[src/wfa_pkg.sv]
// ----------------------------------------------------------------------------
// Worst-fit allocator package
// Shared request codes, field widths, controller states and the command and
// status bundles that join the controller to the datapath.
// ----------------------------------------------------------------------------
package wfa_pkg;

    // Field widths of the request and result ports.
    localparam int REQ_W  = 2;
    localparam int SLOT_W = 5;
    localparam int AMT_W  = 16;
    localparam int NUM_W  = 6;
    localparam int EXT_W  = 21;
    localparam int INT_W  = 32;

    // Saturation limit of the never-used block total.
    localparam logic [EXT_W-1:0] EXT_MAX = '1;

    // Request codes carried on req_type; the fourth code does nothing.
    localparam logic [REQ_W-1:0] REQ_LOAD  = 2'd0;
    localparam logic [REQ_W-1:0] REQ_ALLOC = 2'd1;
    localparam logic [REQ_W-1:0] REQ_QUERY = 2'd2;

    // Controller states.
    typedef enum logic [1:0] {
        ST_IDLE,
        ST_SCAN,
        ST_DRAIN,
        ST_FINISH
    } state_t;

    // Commands from the controller to the datapath.
    typedef struct packed {
        logic accept;   // latch the request and clear the scan
        logic issue;    // read the slot under the scan pointer and advance
        logic finish;   // apply the update and register the result
    } cmd_t;

    // Status from the datapath to the controller.
    typedef struct packed {
        logic count_zero;   // no active blocks
        logic scan_last;    // scan pointer is on the last active slot
    } status_t;

endpackage

[src/wfa_ctrl.sv]
// ----------------------------------------------------------------------------
// Worst-fit allocator controller
// Sequences each request: accept; for allocate or query, one read per active slot and a drain
// step for the last read, if any; then a finish step that updates state and the result.
// ----------------------------------------------------------------------------
module wfa_ctrl
(
    input  logic                       clk,
    input  logic                       rst_n,
    input  logic                       start,
    input  logic [wfa_pkg::REQ_W-1:0]  req_type,
    input  wfa_pkg::status_t           status,
    output wfa_pkg::cmd_t              cmd,
    output logic                       busy
);

    wfa_pkg::state_t state_reg;
    wfa_pkg::state_t state_next;
    logic            scans;

    // Allocate and query requests walk the active slots.
    assign scans = (req_type == wfa_pkg::REQ_ALLOC) || (req_type == wfa_pkg::REQ_QUERY);

    // State register.
    always_ff @(posedge clk or negedge rst_n)
    begin
        if (!rst_n)
        begin
            state_reg <= wfa_pkg::ST_IDLE;
        end
        else
        begin
            state_reg <= state_next;
        end
    end

    // Next-state logic.
    always_comb
    begin
        state_next = state_reg;
        unique case (state_reg)
            wfa_pkg::ST_IDLE:
            begin
                if (start)
                begin
                    if (scans && !status.count_zero)
                    begin
                        state_next = wfa_pkg::ST_SCAN;
                    end
                    else
                    begin
                        state_next = wfa_pkg::ST_FINISH;
                    end
                end
            end
            wfa_pkg::ST_SCAN:
            begin
                if (status.scan_last)
                begin
                    state_next = wfa_pkg::ST_DRAIN;
                end
            end
            wfa_pkg::ST_DRAIN:
            begin
                state_next = wfa_pkg::ST_FINISH;
            end
            wfa_pkg::ST_FINISH:
            begin
                state_next = wfa_pkg::ST_IDLE;
            end
            default:
            begin
                state_next = wfa_pkg::ST_IDLE;
            end
        endcase
    end

    // Output decode.
    always_comb
    begin
        cmd  = '0;
        busy = 1'b1;
        unique case (state_reg)
            wfa_pkg::ST_IDLE:
            begin
                busy       = 1'b0;
                cmd.accept = start;
            end
            wfa_pkg::ST_SCAN:
            begin
                cmd.issue = 1'b1;
            end
            wfa_pkg::ST_DRAIN:
            begin
                cmd.issue = 1'b0;
            end
            wfa_pkg::ST_FINISH:
            begin
                cmd.finish = 1'b1;
            end
            default:
            begin
                busy = 1'b1;
            end
        endcase
    end

endmodule

[src/wfa_datapath.sv]
// ----------------------------------------------------------------------------
// Worst-fit allocator datapath
// Holds the block size memory, used marks, count register and running
// totals; scans one slot per cycle and registers the result of a request.
// ----------------------------------------------------------------------------
module wfa_datapath
#(
    parameter int NUM_BLOCKS = 32,
    parameter int SIZE_BITS  = 16
)
(
    input  logic                        clk,
    input  logic                        rst_n,
    input  logic                        cfg_we,
    input  logic [wfa_pkg::NUM_W-1:0]   cfg_wdata,
    input  logic [wfa_pkg::REQ_W-1:0]   req_type,
    input  logic [wfa_pkg::SLOT_W-1:0]  block_slot,
    input  logic [wfa_pkg::AMT_W-1:0]   amount,
    input  wfa_pkg::cmd_t               cmd,
    output wfa_pkg::status_t            status,
    output logic                        done,
    output logic                        placed,
    output logic [wfa_pkg::NUM_W-1:0]   block_number,
    output logic [wfa_pkg::AMT_W-1:0]   size_before,
    output logic [wfa_pkg::AMT_W-1:0]   leftover,
    output logic [wfa_pkg::INT_W-1:0]   internal_total,
    output logic [wfa_pkg::EXT_W-1:0]   external_total
);

    localparam int IDX_W  = $clog2(NUM_BLOCKS);
    localparam int CNT_W  = $clog2(NUM_BLOCKS + 1);
    localparam int CMP_W  = (SIZE_BITS > wfa_pkg::AMT_W) ? SIZE_BITS : wfa_pkg::AMT_W;
    localparam int LIM_W  = (CNT_W > wfa_pkg::NUM_W) ? CNT_W : wfa_pkg::NUM_W;
    localparam int SLT_W  = (CNT_W > wfa_pkg::SLOT_W) ? CNT_W : wfa_pkg::SLOT_W;
    localparam int ESUM_W = ((wfa_pkg::EXT_W > SIZE_BITS) ? wfa_pkg::EXT_W : SIZE_BITS) + 1;
    localparam int ISUM_W = wfa_pkg::INT_W + 1;

    // Configuration and latched request.
    logic [wfa_pkg::NUM_W-1:0]  count_reg;
    logic [wfa_pkg::REQ_W-1:0]  kind_reg;
    logic [wfa_pkg::SLOT_W-1:0] slot_reg;
    logic [wfa_pkg::AMT_W-1:0]  amt_reg;

    // Scan pointer and read stage.
    logic [IDX_W-1:0]     idx_reg;
    logic [SIZE_BITS-1:0] mem [NUM_BLOCKS];
    logic [SIZE_BITS-1:0] rd_size_reg;
    logic                 rd_used_reg;
    logic [IDX_W-1:0]     rd_idx_reg;
    logic                 rd_vld_reg;
    logic                 used_reg [NUM_BLOCKS];

    // Scan results and totals.
    logic                        found_reg;
    logic [IDX_W-1:0]            best_reg;
    logic [SIZE_BITS-1:0]        best_size_reg;
    logic [wfa_pkg::EXT_W-1:0]   ext_reg;
    logic [wfa_pkg::INT_W-1:0]   int_sum_reg;
    logic [wfa_pkg::INT_W-1:0]   int_sum_next;

    // Result registers.
    logic                        done_reg;
    logic                        placed_reg;
    logic [wfa_pkg::NUM_W-1:0]   number_reg;
    logic [wfa_pkg::AMT_W-1:0]   before_reg;
    logic [wfa_pkg::AMT_W-1:0]   left_reg;
    logic [wfa_pkg::INT_W-1:0]   int_out_reg;
    logic [wfa_pkg::EXT_W-1:0]   ext_out_reg;

    // Combinational helpers.
    logic [CNT_W-1:0]     active_cnt;
    logic                 fits;
    logic                 better;
    logic [ESUM_W-1:0]    ext_add;
    logic [wfa_pkg::EXT_W-1:0] ext_sat;
    logic [SIZE_BITS-1:0] rem;
    logic [ISUM_W-1:0]    isum_add;
    logic                 slot_ok;
    logic                 do_load;
    logic                 do_alloc;
    logic [IDX_W-1:0]     wr_addr;
    logic [SIZE_BITS-1:0] wr_data;

    // Active block count, clamped to the table depth.
    assign active_cnt = (LIM_W'(count_reg) > LIM_W'(NUM_BLOCKS))
                        ? CNT_W'(NUM_BLOCKS) : CNT_W'(count_reg);

    assign status.count_zero = (active_cnt == '0);
    assign status.scan_last  = ((CNT_W'(idx_reg) + CNT_W'(1)) == active_cnt);

    // Candidate tests on the slot just read.
    assign fits    = (CMP_W'(rd_size_reg) >= CMP_W'(amt_reg));
    assign better  = !found_reg || (rd_size_reg > best_size_reg);
    assign ext_add = ESUM_W'(ext_reg) + ESUM_W'(rd_size_reg);
    assign ext_sat = (ext_add > ESUM_W'(wfa_pkg::EXT_MAX))
                     ? wfa_pkg::EXT_MAX : wfa_pkg::EXT_W'(ext_add);

    // Allocation update: shrink the chosen block and grow the internal total.
    assign rem      = SIZE_BITS'(CMP_W'(best_size_reg) - CMP_W'(amt_reg));
    assign isum_add = ISUM_W'(int_sum_reg) + ISUM_W'(rem);
    assign do_alloc = cmd.finish && (kind_reg == wfa_pkg::REQ_ALLOC) && found_reg;
    assign int_sum_next = !do_alloc ? int_sum_reg
                        : (isum_add[ISUM_W-1] ? '1 : wfa_pkg::INT_W'(isum_add));

    // Load update: a slot beyond the table is dropped.
    assign slot_ok = (SLT_W'(slot_reg) < SLT_W'(NUM_BLOCKS));
    assign do_load = cmd.finish && (kind_reg == wfa_pkg::REQ_LOAD) && slot_ok;

    // Single write port shared by loads and allocations.
    assign wr_addr = do_load ? IDX_W'(slot_reg) : best_reg;
    assign wr_data = do_load ? SIZE_BITS'(amt_reg) : rem;

    // Configuration register and request latch.
    always_ff @(posedge clk or negedge rst_n)
    begin
        if (!rst_n)
        begin
            count_reg <= '0;
            kind_reg  <= '0;
        end
        else
        begin
            if (cfg_we)
            begin
                count_reg <= cfg_wdata;
            end
            if (cmd.accept)
            begin
                kind_reg <= req_type;
            end
        end
    end

    always_ff @(posedge clk)
    begin
        if (cmd.accept)
        begin
            slot_reg <= block_slot;
            amt_reg  <= amount;
        end
    end

    // Block size memory with a registered read.
    always_ff @(posedge clk)
    begin
        if (do_load || do_alloc)
        begin
            mem[wr_addr] <= wr_data;
        end
        if (cmd.issue)
        begin
            rd_size_reg <= mem[idx_reg];
        end
    end

    // Used marks, cleared at reset.
    always_ff @(posedge clk or negedge rst_n)
    begin
        if (!rst_n)
        begin
            for (int i = 0; i < NUM_BLOCKS; i++)
            begin
                used_reg[i] <= 1'b0;
            end
        end
        else if (do_load)
        begin
            used_reg[wr_addr] <= 1'b0;
        end
        else if (do_alloc)
        begin
            used_reg[wr_addr] <= 1'b1;
        end
    end

    // Scan pointer and read stage control.
    always_ff @(posedge clk or negedge rst_n)
    begin
        if (!rst_n)
        begin
            idx_reg    <= '0;
            rd_vld_reg <= 1'b0;
        end
        else
        begin
            rd_vld_reg <= cmd.issue;
            if (cmd.accept)
            begin
                idx_reg <= '0;
            end
            else if (cmd.issue)
            begin
                idx_reg <= idx_reg + IDX_W'(1);
            end
        end
    end

    always_ff @(posedge clk)
    begin
        if (cmd.issue)
        begin
            rd_used_reg <= used_reg[idx_reg];
            rd_idx_reg  <= idx_reg;
        end
    end

    // Running worst-fit pick and never-used sum over the scanned slots.
    always_ff @(posedge clk or negedge rst_n)
    begin
        if (!rst_n)
        begin
            found_reg <= 1'b0;
            ext_reg   <= '0;
        end
        else if (cmd.accept)
        begin
            found_reg <= 1'b0;
            ext_reg   <= '0;
        end
        else if (rd_vld_reg)
        begin
            if (fits && better)
            begin
                found_reg <= 1'b1;
            end
            if (!rd_used_reg)
            begin
                ext_reg <= ext_sat;
            end
        end
    end

    always_ff @(posedge clk)
    begin
        if (rd_vld_reg && fits && better)
        begin
            best_reg      <= rd_idx_reg;
            best_size_reg <= rd_size_reg;
        end
    end

    // Internal fragmentation total.
    always_ff @(posedge clk or negedge rst_n)
    begin
        if (!rst_n)
        begin
            int_sum_reg <= '0;
        end
        else
        begin
            int_sum_reg <= int_sum_next;
        end
    end

    // Result strobe.
    always_ff @(posedge clk or negedge rst_n)
    begin
        if (!rst_n)
        begin
            done_reg <= 1'b0;
        end
        else
        begin
            done_reg <= cmd.finish;
        end
    end

    // Result payload.
    always_ff @(posedge clk)
    begin
        if (cmd.finish)
        begin
            placed_reg  <= do_alloc;
            number_reg  <= do_alloc ? (wfa_pkg::NUM_W'(best_reg) + wfa_pkg::NUM_W'(1)) : '0;
            before_reg  <= do_alloc ? wfa_pkg::AMT_W'(best_size_reg) : '0;
            left_reg    <= do_alloc ? wfa_pkg::AMT_W'(rem) : '0;
            int_out_reg <= int_sum_next;
            ext_out_reg <= (kind_reg == wfa_pkg::REQ_QUERY) ? ext_reg : '0;
        end
    end

    assign done           = done_reg;
    assign placed         = placed_reg;
    assign block_number   = number_reg;
    assign size_before    = before_reg;
    assign leftover       = left_reg;
    assign internal_total = int_out_reg;
    assign external_total = ext_out_reg;

endmodule

[src/worst_fit_allocator.sv]
// ----------------------------------------------------------------------------
// Worst-fit allocator
// Top level: controller plus datapath over a table of free-block sizes.
// ----------------------------------------------------------------------------
// A request is taken when start is high and busy is low. Every request gives
// exactly one result, shown for one cycle with done high; the result cannot
// be held off, so it must be captured in that cycle. A load or an unknown
// request goes from acceptance straight to the finish state. An allocate or
// query request first scans the N active slots, where N is the active block
// count clamped to the table depth, one slot per cycle since the block size
// memory has one read port, then drains; with N zero it skips both. A new
// request may be started in the cycle its predecessor's result is shown.
// Write block_count through cfg_we and cfg_wdata only while busy is low.
module worst_fit_allocator
#(
    parameter int NUM_BLOCKS = 32,
    parameter int SIZE_BITS  = 16
)
(
    input  logic                        clk,
    input  logic                        rst_n,
    input  logic                        cfg_we,
    input  logic [wfa_pkg::NUM_W-1:0]   cfg_wdata,
    input  logic                        start,
    output logic                        busy,
    input  logic [wfa_pkg::REQ_W-1:0]   req_type,
    input  logic [wfa_pkg::SLOT_W-1:0]  block_slot,
    input  logic [wfa_pkg::AMT_W-1:0]   amount,
    output logic                        done,
    output logic                        placed,
    output logic [wfa_pkg::NUM_W-1:0]   block_number,
    output logic [wfa_pkg::AMT_W-1:0]   size_before,
    output logic [wfa_pkg::AMT_W-1:0]   leftover,
    output logic [wfa_pkg::INT_W-1:0]   internal_total,
    output logic [wfa_pkg::EXT_W-1:0]   external_total
);

    wfa_pkg::cmd_t    cmd;
    wfa_pkg::status_t status;

    // Request sequencer.
    wfa_ctrl u_ctrl
    (
        .clk      (clk),
        .rst_n    (rst_n),
        .start    (start),
        .req_type (req_type),
        .status   (status),
        .cmd      (cmd),
        .busy     (busy)
    );

    // Storage, scan and result registers.
    wfa_datapath
    #(
        .NUM_BLOCKS (NUM_BLOCKS),
        .SIZE_BITS  (SIZE_BITS)
    )
    u_datapath
    (
        .clk            (clk),
        .rst_n          (rst_n),
        .cfg_we         (cfg_we),
        .cfg_wdata      (cfg_wdata),
        .req_type       (req_type),
        .block_slot     (block_slot),
        .amount         (amount),
        .cmd            (cmd),
        .status         (status),
        .done           (done),
        .placed         (placed),
        .block_number   (block_number),
        .size_before    (size_before),
        .leftover       (leftover),
        .internal_total (internal_total),
        .external_total (external_total)
    );

    // A result is only shown once the sequencer is back in idle.
    assert property (@(posedge clk) disable iff (!rst_n) done |-> !busy)
        else $error("result strobe while busy");

    // An accepted request always makes the block busy in the next cycle.
    assert property (@(posedge clk) disable iff (!rst_n) (start && !busy) |=> busy)
        else $error("accepted request did not start");

    // A result that placed nothing carries no block, size or leftover.
    assert property (@(posedge clk) disable iff (!rst_n)
        (done && !placed) |-> (block_number == '0 && size_before == '0 && leftover == '0))
        else $error("unplaced result carries allocation fields");

    // The internal total never falls across back-to-back results (next request started on done).
    assert property (@(posedge clk) disable iff (!rst_n)
        (done && $past(done, 2)) |-> (internal_total >= $past(internal_total, 2)))
        else $error("internal total decreased");

endmodule
[config.mk]
export PLATFORM = sky130hd
export DESIGN_NAME = worst_fit_allocator
export DESIGN_NICKNAME = d
export VERILOG_FILES = /design/src/wfa_pkg.sv /design/src/wfa_ctrl.sv /design/src/wfa_datapath.sv /design/src/worst_fit_allocator.sv
export SDC_FILE = /design/constraint.sdc
export NUM_CORES = 1
export LEC_CHECK = 0
export ABC_AREA = 1
export BUFFER_PORTS_ARGS = -buffer_cell sky130_fd_sc_hd__buf_2
export CORE_ASPECT_RATIO = 1.4
export CORE_MARGIN = 3
export CORE_UTILIZATION = 50
export CTS_BUF_LIST = sky130_fd_sc_hd__clkbuf_16
export CTS_CLUSTER_DIAMETER = 200
export DETAILED_ROUTE_END_ITERATION = 16
export GPL_TIMING_DRIVEN = 0
export PLACE_DENSITY_LB_ADDON = 0.15
export SLEW_MARGIN = 10
export SYNTH_ARGS = -nofsm -noshare
export SYNTH_HDL_FRONTEND = slang
export SYNTH_SLANG_ARGS = --single-unit
[constraint.sdc]
create_clock -name clk -period 6 [get_ports clk]
set_clock_uncertainty 0.15 [all_clocks]
set_input_delay 1.2 -clock clk [delete_from_list [all_inputs] [get_ports clk]]
set_output_delay 1.2 -clock clk [all_outputs]
set_load 0.01 [all_outputs]
**Word level (Yosys, flattened, before mapping)**

Memory sizes are Yosys's and may differ from the RTL's. A register that Yosys moved wholly into a read port is not among the register bits.
Cells that the tools add are included.

- RAM bits: 512
- Bits of input ports: 33
- Output and inout bits: 94
- Flip-flop bits (word level): 243
- Memories kept: 1

- Order comparisons: 7
- $add $sub $neg: 6
- Reduce and logical (&&, ||, !) cells: 23
- Equality and inequality tests: 11
- Muxes and demuxes: 31
- Bitwise operators: 5

Memory list:

| memory | words | width | read ports | clocked after Yosys merged registers in | write ports | RTL line | text |
|---|---|---|---|---|---|---|---|
| u_datapath.mem | 32 | 16 | 1 | 1 | 1 | wfa_datapath.sv:46 | `logic [SIZE_BITS-1:0] mem [NUM_BLOCKS];` |

Operators with widths:

| cell | number |
|---|---|
| $mux 32 | 4 |
| $mux 21 | 4 |
| $add 32x16->33 | 1 |
| $and 32x32->32 | 1 |
| $not 32->32 | 1 |
| $or 32x32->32 | 1 |
| $add 21x16->22 | 1 |
| $gt 22x21->1 const B | 1 |
| $ge 16x16->1 | 1 |
| $gt 16x16->1 | 1 |
| $mux 16 | 1 |
| $sub 16x16->16 | 1 |
| $mux 5 | 3 |
| $add 5x1->6 const B | 2 |
| $ge 6x6->1 const B | 2 |
| $mux 1 | 12 |
| $not 5->6 | 2 |
| $eq 2x2->1 const B | 4 |
| $logic_and 1x1->1 | 8 |
| $pmux 2 s4 | 1 |
| $reduce_bool 2->1 | 4 |
| $eq 2x1->1 const B | 3 |
| $eq 6x6->1 | 1 |
| $gt 6x6->1 const B | 1 |
| 12 further kinds | 22 |

**Longest topological paths before layout**

- Depth in word-level cells: 12
- Depth in mapped cells: 26
- Mapped depth without buffers: 26

**Hierarchy**

A second synthesis with hierarchy kept.

- Cells, all modules: 3021
- Area total of the unflattened synthesis: 33957.6 sq um

Modules (own cells, without submodules):

| module | cells each | seq. area each (sq um) | instances | area an instance (sq um) |
|---|---|---|---|---|
| wfa_datapath | 2989 | 22586.7 | 1 | 33741.1 |
| wfa_ctrl | 32 | 50.0 | 1 | 216.5 |

**Least setup slack after synthesis**

Ideal clock, no wire load.

- Path type: register -> register
- Start: register u_ctrl.state_reg[0]
- End: memory u_datapath.mem[0][15], data pin
- Library setup time: 0.454 ns
- Setup slack: 0.693 ns
- Arrival time: 4.703 ns
- Clock period less this slack: 5.307 ns
- Path buffers: 2
- Stages on the path, launching flop included: 6
- Path through: dfrtp_1 > ha_1 > nand3_2 > buf_4 > clkbuf_1 > o21ai_0

RTL lines:

| item | RTL line | text |
|---|---|---|
| from (decl) | wfa_ctrl.sv:17 | `wfa_pkg::state_t state_reg;` |
| from (signal assigned) | wfa_ctrl.sv:29 | `state_reg <= wfa_pkg::ST_IDLE;` |
| from (signal assigned) | wfa_ctrl.sv:33 | `state_reg <= state_next;` |
| to (decl) | wfa_datapath.sv:46 |  |

**Final worst setup path**

- Start: register u_datapath.amt_reg[2] (netlist bit)
- End: register u_datapath.int_out_reg (netlist bit u_datapath.internal_total[25]), data pin

- Word-level cells in the longest chain between the ends: 4

RTL lines:

| item | RTL line | text |
|---|---|---|
| from (decl) | wfa_datapath.sv:42 | `logic [wfa_pkg::AMT_W-1:0] amt_reg;` |
| from (signal assigned) | wfa_datapath.sv:139 | `amt_reg <= amount;` |
| $sub 16x16->16 | wfa_datapath.sv:99 | `assign rem = SIZE_BITS'(CMP_W'(best_size_reg) - CMP_W'(amt_reg));` |
| net u_datapath.rem[9] | wfa_datapath.sv:76 | `logic [SIZE_BITS-1:0] rem;` |
| $add 32x16->33 | wfa_datapath.sv:100 | `assign isum_add = ISUM_W'(int_sum_reg) + ISUM_W'(rem);` |
| $mux 32 | wfa_datapath.sv:103 | `: (isum_add[ISUM_W-1] ? '1 : wfa_pkg::INT_W'(isum_add));` |
| $mux 32 | wfa_datapath.sv:102 | `assign int_sum_next = !do_alloc ? int_sum_reg` |
| net u_datapath.int_sum_next, one bit | wfa_datapath.sv:59 | `logic [wfa_pkg::INT_W-1:0] int_sum_next;` |
| to (signal assigned) | wfa_datapath.sv:277 | `int_out_reg <= int_sum_next;` |
| to (decl) | wfa_datapath.sv:67 | `logic [wfa_pkg::INT_W-1:0] int_out_reg;` |

The timed path passes the listed nets, and every way through them passes these cells.
A chain may end at the register's enable or synchronous reset.

==> out/qor.yml <==
global_routing:
  antenna_found_initial: 0
  grt.overflow.total: 0
  grt_pass1_vias: 24100
  grt_use_total: 0.307
  grt_max_degree: 82
  grt_pass1_wl_um: 158000
timing:
  setup_violations: 0
  fin_crit_ps: 4230
  finalSetupTns_ps: 0
  hold_viol_final: 0
  rsz0062_at_grt: "no"
  drv_slew: 0
  period_share: 0.705
  fmax_mhz: 236
  relSlewSlack: 0.227
  worst_pin_slew_ps: 1160
  finalWorstSetupSlack_ps: 1770
logic_synthesis:
  synth_nets: 3122
  dominantRegCellSynth: "edfxtp_1"
  yosysWarningCount: 0
  synth-async-reset-ratio: 0.134
  ys_top_cells_by_area: "edfxtp_1, dfrtp_1, nand2_1"
  syn-instance-count: 2999
  synthDistinctLibCells: 53
  yosysSeqAreaShare: 0.668
  ys_ff_latch: 771
  netlist_area_um2: 33900
  synth_edf_count: 668
  synth_area_leader_cell: "edfxtp_1"
  yosys.area.top_type_share: 0.592
  syn_area_per_cell_um2: 11.3
clocking:
  tritoncts: "yes"
  clkLatencyLatePin_ps: 660
  cts_hold_buf: 0
  numCtsBuffers: 77
  cts_root_buf: "clkbuf_16"
  cts_setup_buffers: 0
  cts_sinks: 771
  cts_max_path_buffers: 3
  cts_resized: 0
  h-tree-depth: 3
  clk_pin_slew_ps: 60
cells_and_area:
  nFillCells: 5572
  fin_nets: 3342
  largest_register_ffs: 512
  drive_gt1_frac: 0.120
  area_growth_pct: 14.0
  layoutNonFillerInstCount: 4137
  antenna-diode-count: 0
routing:
  drt_wl_total_um: 109000
  route.detailed.drc: 0
  drtIter0Drc: 2694
  drtPass1Iterations: 6
  via_per_inst: 5.94
  vias: 24600
  post_drt_wl_per_cell_um: 26.5
  drt.antenna.violating_nets: 0
setup_path:
  crit_type: "reg2reg"
  r2r_slack_ps: 1770
  cp.required_ps: 6190
  start_kind: "flop"
  worstRegToRegCells: 18
  end_kind: "flop"
  r2r_end: "u_datapath.internal_total[25]$_DFFE_PP_"
  critPathArrivalTime_ps: 4420
  r2r_start: "u_datapath.amt_reg[2]$_DFFE_PP_"
  critical_path.max_fanout: 9
placed_design:
  port_buffers: 125
  post-place-cells: 3995
  dp_hpwl_um: 76900
  place_congestion: 1.06
  place_ws_ps: 1770
min_path:
  hp-class: "in2async"
die:
  die_area_um2: 71000
  die_x_um: 226
  core_um2: 66800
  die_y_um: 314
  ios: 127
  rows: 112
  start_util: 0.507
status:
  status: "completed"
run:
  maxCapViolCount: 0
power_and_ir_drop:
  power_density_nw_per_um2: 539
  ir_worst_vdd_mv: 0.359
  p_leak_uw: 0.0151
stage by stage:
step                      hold slack, ps  power (uW)  instance area [um^2]  utilization
final                                263       20800                 38600        0.578
after global routing                 265       21700                 38600        0.578
after CTS                            243       20700                 38600        0.578
after detailed placement             257       16000                 36200        0.541
after global placement               251       15400                 35600        0.532
after floorplan                      250       12400                 33900            -
routing by layer:
layer | vias to the layer above | routed length [um] | GRT usage
li1 | 11100 | - | -
met1 | 12000 | 41100 | 0.372
met2 | 1139 | 53200 | 0.522
met3 | 278 | 7500 | 0.0457
met4 | 0 | 7600 | 0.181
met5 | - | 0 | 0
worst max-delay path by stage:
stage / start / end / slack (ps)
5_1_grt: u_datapath.amt_reg[2]$_DFFE_PP_ / u_datapath.internal_total[25]$_DFFE_PP_ / 1480
3_5_place_dp: u_datapath.amt_reg[2]$_DFFE_PP_ / u_datapath.internal_total[25]$_DFFE_PP_ / 1770
4_1_cts: u_datapath.amt_reg[2]$_DFFE_PP_ / u_datapath.internal_total[25]$_DFFE_PP_ / 1740
3_3_place_gp: u_ctrl.state_reg[0]$_DFFE_PN0P_ / u_datapath.mem[17][8]$_DFFE_PP_ / -3300
6_report: u_datapath.amt_reg[2]$_DFFE_PP_ / u_datapath.internal_total[25]$_DFFE_PP_ / 1770
2_1_floorplan: u_ctrl.state_reg[0]$_DFFE_PN0P_ / u_datapath.mem[0][15]$_DFFE_PP_ / 690
cell families (layout without fill, tap and decap cells):
| kind of cell | after synthesis | after routing | share of synthesized area |
|---|---|---|---|
| buf+inv | 351 | 634 | 0.0427 |
| fa+ha+maj | 90 | 90 | 0.0339 |
| xor+xnor | 29 | 29 | 0.00749 |
| simple gates | 1075 | 1075 | 0.133 |
| compound gates | 679 | 679 | 0.114 |
| mux | 4 | 4 | 0.00133 |
| flops | 771 | 771 | 0.668 |
cells in the mapped netlist, types with 35 or more instances:
library cell,n
nor2_1,385
nand3_1,108
o22ai_1,120
o21ai_0,298
inv_1,205
ha_1,87
dfrtp_1,103
o221ai_1,41
o21ai_1,35
clkbuf_1,64
nand2_1,487
a21oi_1,117
buf_2,51
edfxtp_1,668
power by group:
group / internal (uW) / switching, uW
clock network: 2720 / 2110
registers: 7490 / 369
logic: 2350 / 5800
worst max-delay path: stages (launching register included):
cell      delay, ps
edfxtp_1        440
inv_1           230
ha_1            340
a21oi_1         160
nand2_1         110
nand3_1          80
nand3_1         160
nand2_1         100
nand2_1          60
xor2_1          420
ha_1            390
a21oi_2         230
o21ai_0         140
a21oi_1         240
nand2_4         150
nand2_2         130
nor2_4           50
nand2_2         140
nand3_1         200
layout by cell type (no fill, tap or decap), drive strengths merged:
| master | n |
|---|---|
| dfrtp | 103 |
| nor3 | 15 |
| clkinv | 39 |
| or2 | 7 |
| o21bai | 5 |
| and2 | 2 |
| xor2 | 17 |
| o221ai | 41 |
| nand3 | 112 |
| a21oi | 120 |
| and3 | 1 |
| edfxtp | 668 |
| bufinv | 8 |
| xnor2 | 12 |
| nor4 | 4 |
| nand4 | 22 |
| o21ai | 337 |
| buf | 206 |
| a31oi | 12 |
| nor2 | 396 |
| nand2 | 497 |
| a21o | 26 |
| a21boi | 1 |
| o22ai | 120 |
| o211ai | 13 |
| clkinvlp | 4 |
| mux2 | 4 |
| o2111ai | 1 |
| fa | 3 |
| ha | 87 |
| nand3b | 19 |
| clkbuf | 145 |
| o31ai | 2 |
| inv | 232 |
| a31o | 1 |
layout make-up:
class | instances | area [um^2] | share of cell area
Tap cell | 855 | 1070 | 0.0277
Clock buffer | 78 | 1950 | 0.0505
Sequential cell | 771 | 22600 | 0.586
Buffer | 132 | 623 | 0.0161
Timing Repair Buffer | 141 | 1020 | 0.0265
Clock inverter | 64 | 527 | 0.0136
Multi-Input combinational cell | 1877 | 9990 | 0.258
Inverter | 219 | 826 | 0.0214
Note: power is estimated with default switching activity, not from simulation.
